## config.mk

```make
export PLATFORM = sky130hd
export DESIGN_NAME = twpc_word_buf
export DESIGN_NICKNAME = d
export VERILOG_FILES = /design/src/twpc_pkg.sv /design/src/twpc_word_buf.sv
export SDC_FILE = /design/constraint.sdc
export NUM_CORES = 1
export LEC_CHECK = 0
export ABC_AREA = 1
export BUFFER_PORTS_ARGS = -buffer_cell sky130_fd_sc_hd__buf_2
export CAP_MARGIN = 40
export CORE_MARGIN = 3
export CORE_UTILIZATION = 35
export DETAILED_ROUTE_END_ITERATION = 10
export PLACE_DENSITY_LB_ADDON = 0.05
export SLEW_MARGIN = 30
export SYNTH_ARGS = -nofsm -noshare
export SYNTH_HDL_FRONTEND = slang
export SYNTH_SLANG_ARGS = --single-unit
```

## constraint.sdc

```tcl
create_clock -name clock -period 1.9 [get_ports clock]
set_input_delay 0.19 -clock clock [delete_from_list [all_inputs] [get_ports clock]]
set_output_delay 0.19 -clock clock [all_outputs]
set_load 0.005 [all_outputs]
```

## src/twpc_pkg.sv

```systemverilog
// shared codes, state encoding and status struct for the trie word prefix counter
`timescale 1ns / 1ps
package twpc_pkg;

   // word length counter width, holds lengths up to 511
   localparam int LEN_W = 9;

   typedef enum logic [1:0] {
      CMD_INSERT = 2'd0,
      CMD_DELETE = 2'd1,
      CMD_EXACT  = 2'd2,
      CMD_PREFIX = 2'd3
   } cmd_type;

   typedef enum logic [1:0] {
      ST_OK       = 2'd0,
      ST_NOTFOUND = 2'd1,
      ST_FULL     = 2'd2,
      ST_LONG     = 2'd3
   } status_type;

   typedef enum logic [4:0] {
      S_CLEAR = 5'b00001,
      S_IDLE  = 5'b00010,
      S_START = 5'b00100,
      S_ISSUE = 5'b01000,
      S_EVAL  = 5'b10000
   } state_type;

   typedef struct packed {
      logic [LEN_W-1:0] len;
      logic             overlong;
      logic             bad;
   } wbuf_stat_type;

endpackage

```

## src/twpc_word_buf.sv

```systemverilog
// letter buffer: collects one word, tracks length and error flags
`timescale 1ns / 1ps
module twpc_word_buf
   import twpc_pkg::*;
#(
   parameter int MAX_LEN  = 32,
   parameter int ALPHABET = 26
) (
   input  logic             clock,
   input  logic             reset,
   input  logic             wr_en,
   input  logic [4:0]       wr_letter,
   input  logic             clr,
   input  logic [LEN_W-1:0] rd_addr,
   output logic [4:0]       rd_letter,
   output wbuf_stat_type    stat
);

   localparam int LW = (MAX_LEN > 1) ? $clog2(MAX_LEN) : 1;

   logic [4:0]       mem [MAX_LEN];
   logic [4:0]       rd_letter_ff;
   logic [LEN_W-1:0] len_ff, len_in;
   logic             long_ff, long_in;
   logic             bad_ff, bad_in;
   logic             full;
   logic             bad_letter;

   assign full       = 32'(len_ff) >= MAX_LEN;
   assign bad_letter = 32'(wr_letter) >= ALPHABET;

   always_comb begin
      len_in  = len_ff;
      long_in = long_ff;
      bad_in  = bad_ff;
      if (clr) begin
         len_in  = '0;
         long_in = 1'b0;
         bad_in  = 1'b0;
      end else if (wr_en) begin
         if (full) begin
            long_in = 1'b1;
         end else begin
            len_in = len_ff + LEN_W'(1);
            if (bad_letter) begin
               bad_in = 1'b1;
            end
         end
      end
   end

   always_ff @(posedge clock) begin
      if (reset) begin
         len_ff  <= '0;
         long_ff <= 1'b0;
         bad_ff  <= 1'b0;
      end else begin
         len_ff  <= len_in;
         long_ff <= long_in;
         bad_ff  <= bad_in;
      end
   end

   // letters outside the alphabet are stored as zero
   always_ff @(posedge clock) begin
      if (wr_en && !clr && !full) begin
         mem[len_ff[LW-1:0]] <= bad_letter ? 5'd0 : wr_letter;
      end
      rd_letter_ff <= mem[rd_addr[LW-1:0]];
   end

   assign rd_letter     = rd_letter_ff;
   assign stat.len      = len_ff;
   assign stat.overlong = long_ff;
   assign stat.bad      = bad_ff;

endmodule

```

==> results of run 1 <==
-- final cells by class --
| class | instances | area share [%] |
|---|---|---|
| flip-flops and latches | 176 | 59.9 |
| multi-input cells | 432 | 22.1 |
| repair buffers | 72 | 5.62 |
| clock buffers | 19 | 5.29 |
| well taps | 270 | 3.95 |
| clock inverters | 13 | 2.03 |
| inverters | 22 | 1.05 |
-- worst max path at each step --
stage,to,startpoint,cells past startpoint
after floorplan,mem[27][0],len_ff[5],5
after global placement,mem[30][4],len_ff[5],5
after detailed placement,mem[18][1],len_ff[5],5
after CTS,mem[30][3],len_ff[5],5
after global routing,mem[18][1],len_ff[5],5
final,mem[14][2],len_ff[5],6
-- registers in the layout, indices dropped and copies added (netlist names) --
signal / cells
long_ff: 1
mem: 160
rd_letter: 5
bad_ff: 1
len_ff: 9
-- worst min-delay path, delay by kind of cell --
kind | cells | cell delay (ns)
buffers and inverters | 1 | 0.10
and+or+nand+nor | 1 | 0.07
AOI/OAI and AO/OA | 1 | 0.06
-- cell families after synthesis --
family,count (synthesis)
DFF,176
adders and majority gates,4
AOI/OAI and AO/OA,12
and+or+nand+nor,416
buffers and inverters,55
-- power groups by stage --
stage,Clock [µW],Combinational [µW],Sequential [µW]
final,3680,513,4270
after global routing,3940,577,4270
after CTS,3760,525,4270
after detailed placement,0,524,4350
after global placement,0,526,4350
after floorplan,0,320,4350
-- through the flow --
step | hold WS, ns | util [%] | setup WS [ns] | area [µm²]
floorplan | 0.300 | - | 0.337 | 7320
global placement | 0.439 | 38.8 | 0.142 | 7910
detailed placement | 0.442 | 38.8 | 0.116 | 7910
CTS | 0.0192 | 41.9 | 0.0988 | 8540
global route | 0.0538 | 42.0 | 0.0835 | 8550
finish | 0.0297 | 42.0 | 0.214 | 8550
-- cell usage in the layout (no fill, tap or decap), drive strengths merged --
cell type,count
nand3,126
a21oi,6
o21ai,5
inv,25
nor2,51
bufinv,3
clkbuf,19
buf,72
nor3,2
dfxtp,16
ha,4
or2,1
a211oi,1
nand2,236
edfxtp,160
clkinv,4
clkinvlp,3
-- layer usage --
| layer | up-vias | global-route usage (%) | routed length (µm) |
|---|---|---|---|
| met2 | 107 | 26.7 | 8470 |
| met4 | 0 | 5.98 | 428 |
| met3 | 32 | 3.43 | 647 |
| met1 | 2380 | 23.2 | 8460 |
| li1 | 2378 | - | - |
| met5 | - | 0 | 0 |
==> metrics.txt, run 1 <==
status completed; total track usage 16.9%; worst path bufs/invs 1; Critical-path top delay cell dfxtp_1; largest net degree at the start of global routing 81; fin crit share 88.7%; postcts setup bufs 0; max_cap viols 0; Worst Hold End long_ff; die width 151 µm; Initial Utilization 35.9%; cell mode on critical path nor2_1; Synth Cell Area 0.00732 mm²; worst reg2reg startpoint len_ff[5]; mux cell area share after synthesis 0%; Clk pwr share 43.5%; Required @ worst endpoint 2.04 ns; WS Path Type register to register; CP delay by family, top simple AND/OR/NAND/NOR gates; main area contributors after synthesis edfxtp_1 66%, nand2_1 12%, nand3_1 8.5%, dfxtp_1 4.4%, nor2_1 2.5%; Routed WL per cell 17.9 µm; I/O Pins 34; xor/xnor share of the synthesized area 0%; final WL 18.0 mm; Fill cells 1955; Final setup viols 0; largest family of logic cells by synthesized area simple AND/OR/NAND/NOR gates; DRC viols 0; # resized after CTS 0; hold path depth 3; post-synthesis compound-gate area fraction 0.855%; routability cong. 0.759; leading area contributor after synthesis edfxtp_1; library cells used by synthesis 26; Int Power 6560 µW; worst skew pair latency 0.42 ns; Critical Path Max Stage Delay 0.32 ns; Root Driver clkbuf_16; Flop pwr share 50.4%; RSZ-0062 raised after global routing no; combinational group share of total power 6.1%; initial antenna violation count 0; Die Span Y 151 µm; grt ovf 0; Cell Rows 52; most common cell in the netlist nand2_1; area of the multi-input gates 0.00189 mm²; area grow syn2layout 16.9%; R2R depth 6; Clock Skews 0.00913 ns; post-route antenna net violation count 0; Nets 743; layout cells sized above 1 17.2%; htree depth 4; hold_sp wr_en; syn nets 685; sequential area share after synthesis 70.0%; number of I/O port buffers 29; Adder-Cell Fraction of Synth Area 0.684%; via/cell ratio 4.88; Post-CTS Hold Buffers 0; Seq cells post-synth 176; asr flop ratio synth 0%; Critical Path Start Type register; Simple-Gate Fraction of Synth Area 23.9%; Post-Layout Cell Count 1004; total power 8460 µW; Post-synth EDFFs 160; core area 0.0204 mm²; Critical Path End Type register; Slew headroom 68.5%; Fin. Hold Viols 0; vias in the first global route 4952; Synth top area share 65.6%; fmax 593 MHz; Switching Power 1900 µW; Mapped Cells 663; Clock Pin Slew Worst Setup and Hold Paths 0.07 ns; Peak VDD IR 524 µV; Post-Syn Area per Cell 11.0 µm²; Max FO, Critical Path 8; Max Root-Sink Buffers 2; post-DP HPWL 11.4 mm; predominant post-synthesis flop cell edfxtp_1; WP data arrival 1.82 ns; minimum clock period 1.69 ns; drt first pass iters 4; Iteration-0 DRC Markers 291; power density cells 989 mW/mm²; CTS tree yes; P_leak 0.00325 µW; Hold WC Path Type primary input to register; Die Area 0.0227 mm²; setup TNS 0 ns; cell chain of the critical path nor2_1 > nand3_2 > nor2_4 > nand2_2 > nor2_1 > buf_4; register area 0.00512 mm²; reg-to-reg endpoint mem[14][2]; Slew Limit Fails 0; reg2reg setup slack 0.21 ns; Sw Share 22.4%; Slew @ Worst Pin 0.472 ns; clock sink total 176; placed instance count 972; Synth Warn # 0; most frequent cells after synthesis 233 x nand2_1, 160 x edfxtp_1, 125 x nand3_1; DR vias 4897; first-pass GRT wire length 27.9 mm; diode count 0; Inserted Clock Buffers 17
(Power assumes the default switching activity.)
==> run 2, diff against run 1 <==
--- a/config.mk
+++ b/config.mk
@@ -11,6 +11,7 @@
 export CORE_MARGIN = 3
 export CORE_UTILIZATION = 35
 export DETAILED_ROUTE_END_ITERATION = 10
+export MAX_ROUTING_LAYER = met4
 export PLACE_DENSITY_LB_ADDON = 0.05
 export SLEW_MARGIN = 30
 export SYNTH_ARGS = -nofsm -noshare
==> metrics.txt, run 2 (synthesized netlist as in run 1, its figures left out) <==
Slew @ Worst Pin 0.468 ns; DRC viols 0; initial antenna violation count 0; max_cap viols 0; final WL 18.0 mm; grt ovf 0; layout cells sized above 1 17.2%; postcts setup bufs 0; Die Span Y 151 µm; Max Root-Sink Buffers 2; post-route cell area 0.00855 mm²; Inserted Clock Buffers 17; Fin. Hold Viols 0; P_leak 0.00325 µW; via/cell ratio 4.88; clock sink total 176; Critical Path Start Type register; Nets 743; Hold WC Path Type primary input to register; minimum clock period 1.68 ns; core area 0.0204 mm²; status completed; Final WS setup 0.218 ns; Critical Path End Type register; largest net degree at the start of global routing 81; DR vias 4898; Max FO, Critical Path 8; diode count 0; RSZ-0062 raised after global routing no; Final setup viols 0; Routed WL per cell 17.9 µm; first-pass GRT wire length 28.0 mm; WS Path Type register to register; fin crit share 88.5%; die width 151 µm; Root Driver clkbuf_16; register area 0.00512 mm²; Fill cells 1955; commonest non-fill, non-tap cells in the layout 233 x nand2_1, 160 x edfxtp_1, 125 x nand3_1; commonest non-fill, non-tap cell in the layout nand2_1; Cell Rows 52; routability cong. 0.769; drt first pass iters 4; Largest register FFs 160; Iteration-0 DRC Markers 294; WP data arrival 1.82 ns; total track usage 17.4%; Slew headroom 68.8%; Place WS 0.116 ns; Peak VDD IR 527 µV; Slew Limit Fails 0; area grow syn2layout 16.9%; fmax 594 MHz; post-route antenna net violation count 0; worst skew pair latency 0.43 ns; setup TNS 0 ns; Required @ worst endpoint 2.04 ns; Clock Skews 0.0119 ns; placed cell area 0.00791 mm²; htree depth 4; Initial Utilization 35.9%; post-DP HPWL 11.4 mm; Die Area 0.0227 mm²; CTS tree yes; reg2reg setup slack 0.22 ns; area of the multi-input gates 0.00189 mm²; vias in the first global route 4936; I/O Pins 34; number of I/O port buffers 29; Hold WS 0.0268 ns; Clock Pin Slew Worst Setup and Hold Paths 0.07 ns; power density cells 988 mW/mm²
==> run 2: critical path: stages (launching register included) <==
cell and delay (ns):
dfxtp_1 0.32, nor2_1 0.17, nand3_2 0.13, nor2_4 0.16, nand2_2 0.25, nor2_1 0.19
buf_4 0.17
==> run 2: final cells by class <==
cell class                 count  area share, %
clock buffer                  19           5.29
clock inverter                13           2.03
inverter                      22           1.05
multi-input combinational    432           22.1
sequential                   176           59.9
tap                          270           3.95
timing repair buffer          72           5.62
==> run 2: stage by stage <==
| stage | utilization (%) | cells | total power, µW |
|---|---|---|---|
| 2_1_floorplan | - | 663 | 4670 |
| 3_3_place_gp | 38.8 | 972 | 4880 |
| 3_5_place_dp | 38.8 | 972 | 4880 |
| 4_1_cts | 41.9 | 1004 | 8550 |
| 5_1_grt | 42.0 | 1004 | 8780 |
| 6_report | 42.0 | 1004 | 8450 |
==> run 2: worst paths after layout <==
check / startpoint / to / cells past startpoint
worst max-delay path: len_ff[5] / mem[6][4] / 6
worst min-delay path: wr_en / long_ff / 3
worst max register to register: len_ff[5] / mem[6][4] / 6
worst min register to register: len_ff[6] / len_ff[6] / 2
==> run 2: timing repair <==
item                                    4_1_cts  5_1_grt
endpoints found under the setup margin        0       24
hold buffers                                  0        0
gates resized for setup                       0        7
==> run 2: power breakdown <==
group	switching [µW]	internal (µW)	total (µW)	leakage, µW
clock	1510	2160	3680	0.000297
combinational	369	142	510	0.00138
sequential	8.53	4260	4270	0.00158
total	1890	6560	8450	0.00325
==> run 2: layer usage <==
layer | wire, µm | up-vias | share of wire, % | track usage [%]
met3 | 677 | 32 | 3.8 | 2.77
met4 | 430 | 0 | 2.4 | 6.66
met5 | 0 | - | 0 | -
li1 | - | 2379 | - | -
met2 | 8490 | 115 | 47 | 26.7
met1 | 8410 | 2372 | 47 | 23.3
